**src/sv/skt_pkg.sv**
```systemverilog
// Package for the sorted key table: field widths, status and request kind codes.
// No dependencies.
`default_nettype none
package skt_pkg;
	localparam int KeyW = 32;
	localparam int HandleW = 16;
	localparam int CountW = 7;
	localparam int StatusW = 3;
	localparam int DefDepth = 64;

	typedef enum logic [1:0] {
		KIND_INSERT = 2'd0,
		KIND_DELETE = 2'd1,
		KIND_EXACT = 2'd2,
		KIND_NEAREST = 2'd3
	} kind_t;

	localparam logic [StatusW-1:0] ST_OK = 3'd0;
	localparam logic [StatusW-1:0] ST_DUP = 3'd1;
	localparam logic [StatusW-1:0] ST_NOREC = 3'd2;
	localparam logic [StatusW-1:0] ST_NOTFOUND = 3'd3;
	localparam logic [StatusW-1:0] ST_FULL = 3'd4;

	// Commands from the controller to the cell chain.
	typedef struct packed {
		logic capture;
		logic insert;
		logic remove;
	} skt_cmd_t;

	// Status from the cell chain, valid the cycle after capture.
	typedef struct packed {
		logic hit;
		logic empty;
		logic full;
	} skt_stat_t;
endpackage
`default_nettype wire

```
**src/sv/skt_ctrl.sv**
```systemverilog
// Controller: accepts a request, decides its outcome and drives the result.
// Depends on skt_pkg.
`default_nettype none
module skt_ctrl import skt_pkg::*; #(
	parameter int DEPTH = DefDepth
) (
	input wire logic clk,
	input wire logic arst_n,
	input wire logic start,
	input wire logic [1:0] kind,
	input wire logic record_present,
	output logic busy,
	output skt_cmd_t cmd,
	input wire skt_stat_t stat,
	input wire logic [KeyW-1:0] exact_key,
	input wire logic [HandleW-1:0] exact_handle,
	input wire logic [KeyW-1:0] near_key,
	input wire logic [HandleW-1:0] near_handle,
	input wire logic [$clog2(DEPTH+1)-1:0] count,
	output logic done,
	output logic [StatusW-1:0] status,
	output logic [KeyW-1:0] found_key,
	output logic [HandleW-1:0] found_handle,
	output logic [CountW-1:0] entry_count
);
	localparam int CW = $clog2(DEPTH+1);

	typedef enum logic {S_IDLE, S_EVAL} state_t;
	state_t state_q;
	kind_t kind_q;
	logic pres_q;
	logic accept;
	logic do_ins, do_del;
	logic [StatusW-1:0] st_c;
	logic [KeyW-1:0] fk_c;
	logic [HandleW-1:0] fh_c;
	logic [CW-1:0] cnt_after;

	assign accept = start && !busy;
	assign busy = (state_q == S_EVAL);

	always_comb begin
		st_c = ST_OK;
		fk_c = '0;
		fh_c = '0;
		do_ins = 1'b0;
		do_del = 1'b0;
		unique case (kind_q)
			KIND_INSERT: begin
				if (!pres_q) st_c = ST_NOREC;
				else if (stat.hit) st_c = ST_DUP;
				else if (stat.full) st_c = ST_FULL;
				else do_ins = 1'b1;
			end
			KIND_DELETE: begin
				if (!stat.hit) st_c = ST_NOTFOUND;
				else do_del = 1'b1;
			end
			KIND_EXACT: begin
				if (stat.hit) begin
					fk_c = exact_key;
					fh_c = exact_handle;
				end else st_c = ST_NOTFOUND;
			end
			KIND_NEAREST: begin
				if (stat.empty) st_c = ST_NOTFOUND;
				else if (stat.hit) begin
					fk_c = exact_key;
					fh_c = exact_handle;
				end else begin
					fk_c = near_key;
					fh_c = near_handle;
				end
			end
			default: st_c = ST_OK;
		endcase
		cnt_after = count + CW'(do_ins) - CW'(do_del);
	end

	assign cmd.capture = accept;
	assign cmd.insert = busy && do_ins;
	assign cmd.remove = busy && do_del;

	always_ff @(posedge clk or negedge arst_n) begin
		if (!arst_n) begin
			state_q <= S_IDLE;
			done <= 1'b0;
		end else begin
			done <= 1'b0;
			unique case (state_q)
				S_IDLE: if (accept) state_q <= S_EVAL;
				S_EVAL: begin
					state_q <= S_IDLE;
					done <= 1'b1;
				end
				default: state_q <= S_IDLE;
			endcase
		end
	end

	always_ff @(posedge clk) begin
		if (accept) begin
			kind_q <= kind_t'(kind);
			pres_q <= record_present;
		end
		if (busy) begin
			status <= st_c;
			found_key <= fk_c;
			found_handle <= fh_c;
			entry_count <= CountW'(cnt_after);
		end
	end
endmodule
`default_nettype wire

```
**config.mk**
```make
export PLATFORM = sky130hd
export DESIGN_NAME = skt_ctrl
export DESIGN_NICKNAME = d
export VERILOG_FILES = /design/src/sv/skt_pkg.sv /design/src/sv/skt_ctrl.sv
export SDC_FILE = /design/constraint.sdc
export NUM_CORES = 1
export LEC_CHECK = 0
export BUFFER_PORTS_ARGS = -buffer_cell sky130_fd_sc_hd__buf_4
export CORE_UTILIZATION = 30
export DETAILED_ROUTE_END_ITERATION = 8
export PLACE_DENSITY = 0.64
export SLEW_MARGIN = 40
export SYNTH_ARGS = -nofsm -noshare
export SYNTH_HDL_FRONTEND = slang
export SYNTH_SLANG_ARGS = --single-unit
```
**constraint.sdc**
```tcl
create_clock -name clk -period 4.9 [get_ports clk]
set_input_delay 0.245 -clock clk [delete_from_list [all_inputs] [get_ports clk]]
set_output_delay 0.245 -clock clk [all_outputs]
set_load 0.01 [all_outputs]
```
==> impl_metrics.json, run 1 <==
{
  "antenna_found_initial": 0,
  "post_cts_buffers": 0,
  "synth_top_area_share_pct": 64.0,
  "yosys_warnings": 0,
  "layout.nets": 486,
  "grt_pass1_wl_um": 10900,
  "post_drt_wl_per_cell_um": 14.9,
  "reg2regPathDepth": 13,
  "drc": 0,
  "synth_seq_area_share_pct": 65.8,
  "crit_fanout": 3,
  "hold_depth": 1,
  "drive_gt1_share_pct": 53.7,
  "required_ns": 4.97,
  "cts_buffers": 9,
  "first_global_vias": 2192,
  "cp-start-kind": "flop",
  "worst_pin_slew_ns": 0.576,
  "drt_first_pass_iters": 4,
  "final.period_utilization_pct": 60.4,
  "final-seq-area_um2": 1880,
  "post-synth-top-area-cell": "edfxtp_1",
  "final.min_clock_period_ns": 2.96,
  "ys.flop_type": "edfxtp_1",
  "leakage_uw": 0.00198,
  "critPathLaunch": "kind_q[1]",
  "final_antenna_net_count": 0,
  "cts.sinks": 63,
  "clkTransAtPathRegs_ns": 0.07,
  "relSlewSlack_pct": 61.6,
  "cp-end-kind": "flop",
  "timing.rr.start": "kind_q[1]",
  "max_clock_freq_ghz": 0.338,
  "synth.area.top_cells": "edfxtp_1 64%, a22o_1 15%, ha_1 4.8%",
  "setup_tns_ns": 0,
  "hp-class": "input pin to flop",
  "drv_cap": 0,
  "cts_resized": 0,
  "multi_input_area_um2": 835,
  "fp.dieW_um": 99.6,
  "outcome": "complete, no violations",
  "rsz0062_at_grt": "no",
  "cts_tree": "built",
  "routed_wl_um": 7390,
  "synth.most_common_cell": "edfxtp_1",
  "n_fill_cell": 847,
  "drtIter0Drc": 65,
  "dieArea_um2": 9930,
  "peakVddDrop_v": 0.000138,
  "syn_area_per_cell_um2": 15.5,
  "min-delay-start": "record_present",
  "hold_buffers": 1,
  "netlist_top_cells_count": "61 x edfxtp_1, 48 x a22o_1, 12 x inv_1",
  "timing_hold_violations_final": 0,
  "synth_nets": 308,
  "ys_ff_latch": 63,
  "grt.total_usage_pct": 14.8,
  "cts_max_path_buffers": 2,
  "grt_max_degree": 49,
  "power_density_nw_per_um2": 292,
  "clock_latency_ns": 0.34,
  "cts_max_level": 3,
  "vias": 2243,
  "area_growth_pct": 56.3,
  "final-max-slew-violation-count": 0,
  "setup_viol": 0,
  "hpwl_um": 5540,
  "worst_hold_slack_ns": 0.0807,
  "ys_types": 35,
  "n_antenna_cell": 0,
  "fp.dieH_um": 99.6,
  "grt_overflow_total": 0,
  "io_buffers": 174,
  "start_util_pct": 31.0,
  "gp_congestion": 0.813,
  "io-pin-count": 175,
  "via_per_inst": 4.52,
  "syn-cell-area_um2": 2860,
  "cp_data_arrival_time_ns": 3.03,
  "fin_skew_ns": 0.00905,
  "cts-root-buf": "clkbuf_8",
  "critPathKind": "flop to flop",
  "rows": 35,
  "async_flop_share_pct": 3.17,
  "core-area_um2": 9240,
  "netlist_instances": 184,
  "synth_edf_count": 61
}
-- kinds of logic after synthesis --
kind of cell,Yosys count,synth area share (%)
AOI/OAI and AO/OA,63,18.1
xor gates and xnor gates,4,1.23
adders and majority gates,12,5.51
buffers and inverters,24,5.03
DFF,63,65.8
muxes,1,0.350
and+or+nand+nor,17,4.02
-- critical path, cell delays in order (launching register included) --
cell      delay [ns]
edfxtp_1        0.43
inv_1           0.11
ha_1            0.21
nand2_1         0.10
or3_1           0.34
ha_1            0.29
inv_1           0.06
ha_1            0.17
inv_1           0.06
fa_1            0.41
nor2b_1         0.16
o31ai_1         0.11
a21oi_1         0.14
o211ai_1        0.10
-- metal layers --
layer | GRT usage (%) | up-vias | share of wire, % | routed length (um)
li1 | - | 1083 | - | -
met1 | 16.7 | 1028 | 40 | 2990
met2 | 24.9 | 119 | 49 | 3650
met3 | 5.90 | 13 | 8.3 | 612
met4 | 6.00 | 0 | 1.8 | 136
met5 | 0 | - | 0 | 0
-- layout make-up --
cell class / instances / share of cell area [%]
clock inverter: 6 / 1.34
clock buffer: 10 / 2.86
timing repair buffer: 178 / 30.3
multi-input combinational: 97 / 18.7
inverter: 13 / 1.09
tap: 129 / 3.61
sequential: 63 / 42.1
-- report_power, final --
part | switching (uW) | leakage [uW] | internal, uW
Clock | 201 | 0.0000941 | 233
Combinational | 92.4 | 0.00127 | 131
Sequential | 15.3 | 0.000620 | 634
-- cells in the final DEF (no fill, tap or decap), types with 2 or more instances in the layout --
cell	synthesis	final
a21oi_1	3	3
a22o_1	48	48
and2_1	2	2
buf_4	1	175
buf_8	0	2
clkbuf_8	0	9
clkinv_2	0	2
edfxtp_1	61	61
ha_1	11	11
inv_1	12	12
nand2_1	2	2
nor2_1	2	2
nor2_4	2	2
nor2b_1	2	2
nor3_1	2	2
o21ai_0	3	3
xnor2_1	3	3
-- sequential cells by signal (all words and copies together) (netlist names) --
register / count
found_key: 32
pres_q: 1
found_handle: 16
done: 1
kind_q: 2
entry_count: 7
busy: 1
status: 3
-- metrics by stage --
step / instance area [um2] / setup WS [ns] / utilization, % / std cells / total power, uW
finish: 4470 / 1.94 / 48.4 / 496 / 1310
global placement: 4240 / 2.08 / 45.9 / 477 / 878
floorplan: 2860 / 2.20 / - / 184 / 748
detailed placement: 4270 / 1.95 / 46.2 / 479 / 887
CTS: 4470 / 1.94 / 48.4 / 496 / 1330
global route: 4470 / 1.73 / 48.4 / 496 / 1370
-- path summary, 6_finish.rpt --
| path | end | slack [ns] |
|---|---|---|
| worst max-delay path | entry_count[6] | 1.94 |
| worst min-delay path | pres_q | 0.08 |
| worst max register to register | entry_count[6] | 1.94 |
| worst min register to register | status[1] | 0.63 |
| max in group asynchronous | busy | 4.58 |
| min in group asynchronous | done | 0.22 |
(Power assumes the default switching activity.)
==> run 2: changes to the inputs <==
--- a/config.mk
+++ b/config.mk
@@ -8,7 +8,7 @@
 export BUFFER_PORTS_ARGS = -buffer_cell sky130_fd_sc_hd__buf_4
 export CORE_UTILIZATION = 30
 export DETAILED_ROUTE_END_ITERATION = 8
-export PLACE_DENSITY = 0.64
+export PLACE_DENSITY = 0.67
 export SLEW_MARGIN = 40
 export SYNTH_ARGS = -nofsm -noshare
 export SYNTH_HDL_FRONTEND = slang
==> constraint.sdc (replaced) <==
create_clock -name clk -period 2.5 [get_ports clk]
set_input_delay 0.125 -clock clk [delete_from_list [all_inputs] [get_ports clk]]
set_output_delay 0.125 -clock clk [all_outputs]
set_load 0.01 [all_outputs]
==> impl_metrics.json, run 2 (synthesis gave the netlist of run 1 again) <==
{
  "leakage_uw": 0.00209,
  "rows": 35,
  "largest_registers": "found_key (32), found_handle (16), entry_count (7)",
  "drtIter0Drc": 63,
  "worst_pin_slew_ns": 0.760,
  "post_drt_wl_per_cell_um": 14.8,
  "p_seq_share_pct": 48.4,
  "area_growth_pct": 65.6,
  "p_switching_uw": 642,
  "cts.sinks": 63,
  "critPathKind": "flop to flop",
  "required_ns": 2.58,
  "cts-root-buf": "clkbuf_8",
  "layout_common_cells": "194 x buf_4, 61 x edfxtp_1, 48 x a22o_1",
  "power_frac_comb_pct": 18.4,
  "grt_overflow_total": 0,
  "fp.dieH_um": 99.6,
  "setup_viol": 1,
  "cpPeakStageDelay_ns": 0.41,
  "path_cells": "inv_2 -> ha_4 -> nand2_2 -> or3_4 -> ha_4 -> inv_2 -> ha_4 -> inv_2 -> fa_2 -> nor2b_4 -> o31ai_4 -> a21oi_1 -> o211ai_1",
  "grt_max_degree": 49,
  "violations": "setup timing",
  "vias": 2321,
  "drv_cap": 0,
  "rsz0062_at_grt": "yes",
  "fp.dieW_um": 99.6,
  "fin_skew_ns": 0.0114,
  "regMostFlops": "found_key",
  "routed_wl_um": 7680,
  "start_util_pct": 31.0,
  "io_buffers": 174,
  "fin_ws_ns": -0.0565,
  "critPathLaunch": "kind_q[1]",
  "final.period_utilization_pct": 102,
  "hpwl_um": 5370,
  "p_total_uw": 2630,
  "clkTransAtPathRegs_ns": 0.08,
  "reg2regPathDepth": 13,
  "hp-class": "input pin to flop",
  "cts_max_level": 3,
  "outcome": "finished, violations left",
  "layout.nets": 509,
  "drive_gt1_share_pct": 59.2,
  "drt_first_pass_iters": 4,
  "drc": 0,
  "timing_hold_violations_final": 0,
  "cts_tree": "built",
  "gp_congestion": 0.765,
  "switching_share_pct": 24.4,
  "hold_depth": 2,
  "via_per_inst": 4.47,
  "holdPathEnd": "found_key[21]",
  "final.min_clock_period_ns": 2.56,
  "cts_buffers": 9,
  "cp-end-kind": "flop",
  "clock_latency_ns": 0.33,
  "cts_max_path_buffers": 2,
  "p_int_uw": 1990,
  "io-pin-count": 175,
  "cp-start-kind": "flop",
  "layout.cells.most_common": "buf_4",
  "clockPowerShare_pct": 33.2,
  "max_clock_freq_ghz": 0.391,
  "n_antenna_cell": 0,
  "cp_data_arrival_time_ns": 2.64,
  "power_density_nw_per_um2": 556,
  "r2r-end": "entry_count[6]",
  "first_global_vias": 2354,
  "relSlewSlack_pct": 49.4,
  "core-area_um2": 9240,
  "grt.total_usage_pct": 14.9,
  "slowest_stage": "edfxtp_1",
  "largest_register_ffs": 32,
  "final-max-slew-violation-count": 0,
  "dieArea_um2": 9930,
  "antenna_found_initial": 0,
  "final_antenna_net_count": 0,
  "peakVddDrop_v": 0.000363,
  "min-delay-start": "near_key[21]",
  "grt_pass1_wl_um": 11100,
  "timing.rr.start": "kind_q[1]",
  "rrSetupSlack_ns": -0.06,
  "post-route-util_pct": 51.3,
  "crit_fanout": 3
}
==> run 2: cell types whose count changed in the layout (fill, tap and decap cells not counted), moves of 2 or more <==
| cell | before | now |
|---|---|---|
| clkinv_2 | 2 | 0 |
| ha_1 | 11 | 8 |
| buf_4 | 175 | 194 |
| dlygate4sd3_1 | 1 | 4 |
| ha_4 | 0 | 3 |
| inv_2 | 1 | 5 |
| inv_1 | 12 | 8 |
==> run 2: power by group through the flow <==
stage / clock [uW] / combinational [uW] / sequential [uW]
2_1_floorplan: 0 / 132 / 1340
3_3_place_gp: 0 / 437 / 1300
3_5_place_dp: 0 / 448 / 1300
4_1_cts: 907 / 472 / 1280
5_1_grt: 955 / 520 / 1280
6_report: 875 / 484 / 1280
==> run 2: how the worst max path moves through the flow <==
stage / to / slack (ns) / cells past startpoint
floorplan: entry_count[6] / -0.12 / 13
global placement: entry_count[6] / -0.1 / 13
detailed placement: entry_count[6] / -0.19 / 13
CTS: entry_count[6] / -0.09 / 13
global route: entry_count[6] / -0.14 / 13
finish: entry_count[6] / -0.06 / 13
==> run 2: critical path: cells and delay by family, from the launching register on <==
kind / cells / cell delay, ns
flops: 1 / 0.41
buf+inv: 3 / 0.19
compound gates: 3 / 0.30
simple gates: 3 / 0.56
fa+ha+maj: 4 / 0.84
==> run 2: layer usage <==
| metal | GRT usage, % | wire length, um | vias to the layer above |
|---|---|---|---|
| met5 | 0 | 0 | - |
| met4 | 3.73 | 56 | 0 |
| met3 | 5.48 | 467 | 6 |
| met2 | 26.8 | 4010 | 109 |
| met1 | 16.8 | 3150 | 1078 |
| li1 | - | - | 1128 |
==> run 2: per-stage QoR <==
step	cell area (um2)	instances	worst slack, ns	hold slack [ns]	TNS [ns]
6_report	4740	519	-0.0565	0.0703	-0.0565
3_5_place_dp	4350	486	-0.192	-0.0907	-0.313
5_1_grt	4740	519	-0.141	0.0349	-0.334
2_1_floorplan	2880	184	-0.118	-0.171	-0.149
3_3_place_gp	4330	485	-0.0964	-0.0922	-0.0999
4_1_cts	4690	515	-0.0901	0.0490	-0.0990
==> run 2: final cells by class <==
class,count,area (um2)
fillers,784,4500
flip-flops and latches,63,1880
repair buffers,200,1530
multi-input cells,98,917
well taps,129,161
clock buffers,9,124
clock inverters,7,70.1
inverters,13,48.8
==> run 2: repair_timing <==
action	in CTS	in global routing
gates cloned	0	1
endpoints found under the hold margin	5	0
setup buffers	9	3
endpoints found under the setup margin	2	28
gates resized for setup	9	4
pin swaps	5	4
hold buffers	4	0
==> run 3: changes to the inputs <==
--- a/config.mk
+++ b/config.mk
@@ -8,7 +8,7 @@
 export BUFFER_PORTS_ARGS = -buffer_cell sky130_fd_sc_hd__buf_4
 export CORE_UTILIZATION = 30
 export DETAILED_ROUTE_END_ITERATION = 8
-export PLACE_DENSITY = 0.67
+export PLACE_DENSITY = 0.68
 export SLEW_MARGIN = 40
 export SYNTH_ARGS = -nofsm -noshare
 export SYNTH_HDL_FRONTEND = slang
==> impl_metrics.json, run 3 (synthesis gave the netlist of run 1 again) <==
{
  "outcome": "finished, violations left",
  "violations": "setup timing",
  "grt_overflow_total": 0,
  "fin_ws_ns": -0.0985,
  "hpwl_um": 5550,
  "fp.dieH_um": 99.6,
  "area_growth_pct": 66.5,
  "rows": 35,
  "leakage_uw": 0.00209,
  "power_density_nw_per_um2": 575,
  "fp.dieW_um": 99.6,
  "grt_pass1_wl_um": 11800,
  "drt_first_pass_iters": 4,
  "largest_register_ffs": 32,
  "dieArea_um2": 9930,
  "start_util_pct": 31.0,
  "grt_max_degree": 49,
  "gp_congestion": 0.830,
  "setup_viol": 2,
  "cts.sinks": 63,
  "crit_path_end": "entry_count[6]",
  "cts-root-buf": "clkbuf_8",
  "timing.rr.start": "kind_q[0]",
  "layout.nets": 505,
  "largest_registers": "found_key (32), found_handle (16), entry_count (7)",
  "layout.cells.most_common": "buf_4",
  "hp-class": "input pin to flop",
  "regMostFlops": "found_key",
  "final.period_utilization_pct": 104,
  "n_antenna_cell": 0,
  "cp-start-kind": "flop",
  "antenna_found_initial": 0,
  "relSlewSlack_pct": 55.9,
  "n_fill_cell": 822,
  "hold_depth": 2,
  "critPathLaunch": "kind_q[0]",
  "required_ns": 2.57,
  "final_antenna_net_count": 0,
  "max_clock_freq_ghz": 0.385,
  "cp_data_arrival_time_ns": 2.66,
  "rrSetupSlack_ns": -0.1,
  "post_drt_wl_per_cell_um": 15.3,
  "reg2regPathDepth": 13,
  "slowest_stage": "edfxtp_1",
  "grt.total_usage_pct": 15.8,
  "cts_tree": "built",
  "post-route-util_pct": 51.6,
  "via_per_inst": 4.49,
  "vias": 2311,
  "final.min_clock_period_ns": 2.60,
  "cp-end-kind": "flop",
  "clkTransAtPathRegs_ns": 0.08,
  "io-pin-count": 175,
  "cts_max_level": 3,
  "drtIter0Drc": 67,
  "fin_skew_ns": 0.0143,
  "r2r-end": "entry_count[6]",
  "timing_hold_violations_final": 0,
  "drc": 0,
  "rsz0062_at_grt": "yes",
  "first_global_vias": 2413,
  "core-area_um2": 9240,
  "critPathKind": "flop to flop",
  "multi_input_area_um2": 920,
  "drv_cap": 0,
  "io_buffers": 174,
  "drive_gt1_share_pct": 59.8,
  "path_cells": "inv_2 -> ha_4 -> nand2_2 -> or3_4 -> ha_4 -> inv_4 -> ha_4 -> inv_2 -> fa_2 -> nor2b_4 -> o31ai_4 -> buf_4 -> o211ai_1",
  "clock_latency_ns": 0.33,
  "cts_buffers": 9,
  "cts_max_path_buffers": 2,
  "peakVddDrop_v": 0.000392,
  "pre_cts_ws_ns": -0.207,
  "layout_common_cells": "190 x buf_4, 61 x edfxtp_1, 48 x a22o_1",
  "routed_wl_um": 7870,
  "worst_pin_slew_ns": 0.661,
  "crit_top_cell": "ha_4",
  "final-max-slew-violation-count": 0,
  "cpPeakStageDelay_ns": 0.41,
  "crit_fanout": 3,
  "final-seq-area_um2": 1880
}
==> run 3: worst min-delay path by stage <==
stage,from,end
floorplan,arst_n,busy
global placement,arst_n,done
detailed placement,arst_n,done
CTS,near_key[30],found_key[30]
global route,near_key[30],found_key[30]
finish,near_key[30],found_key[30]
==> run 3: cell type report <==
cell class	count	share of cell area [%]
clock inverters	7	2.00
clock buffers	9	2.60
repair buffers	197	32.1
flip-flops and latches	63	39.5
inverters	13	1.08
well taps	129	3.39
multi-input cells	97	19.3
==> run 3: timing repair <==
item,in CTS,in global routing
pin swaps,7,5
hold buffers,4,0
buffers inserted,6,3
hold endpoints to repair,5,0
endpoints found under the setup margin,3,4
gates resized for setup,11,5
==> run 3: per-layer routing <==
layer,up-vias,routed length (um),track usage (%)
li1,1120,-,-
met1,1058,3200,17.8
met5,-,0,0
met3,15,580,4.99
met4,0,163,6.67
met2,118,3930,27.6
==> run 3: metrics by stage <==
step / total power (uW) / cells / area [um2] / setup TNS [ns] / hold slack [ns]
finish: 2740 / 515 / 4760 / -0.121 / 0.0725
CTS: 2760 / 512 / 4720 / -0.184 / 0.0515
floorplan: 1470 / 184 / 2880 / -0.149 / -0.171
global route: 2860 / 515 / 4760 / -0.399 / 0.0534
global placement: 1730 / 484 / 4320 / -0.112 / -0.0919
detailed placement: 1750 / 486 / 4370 / -0.356 / -0.0912
==> run 3: worst max-delay path, delay by kind of cell, from the launching register on <==
kind,cells,cell delay (ns)
AND/OR/NAND/NOR,3,0.47
AO/OA/AOI/OAI,2,0.32
flip-flops,1,0.41
adder cells (fa/ha/maj),4,0.81
buffers and inverters,4,0.34
==> run 3: power breakdown <==
| group | leakage, uW | switching (uW) | internal, uW |
|---|---|---|---|
| registers | 0.000620 | 32.6 | 1240 |
| logic | 0.00137 | 196 | 293 |
| clock network | 0.0000995 | 412 | 561 |
| total | 0.00209 | 640 | 2100 |
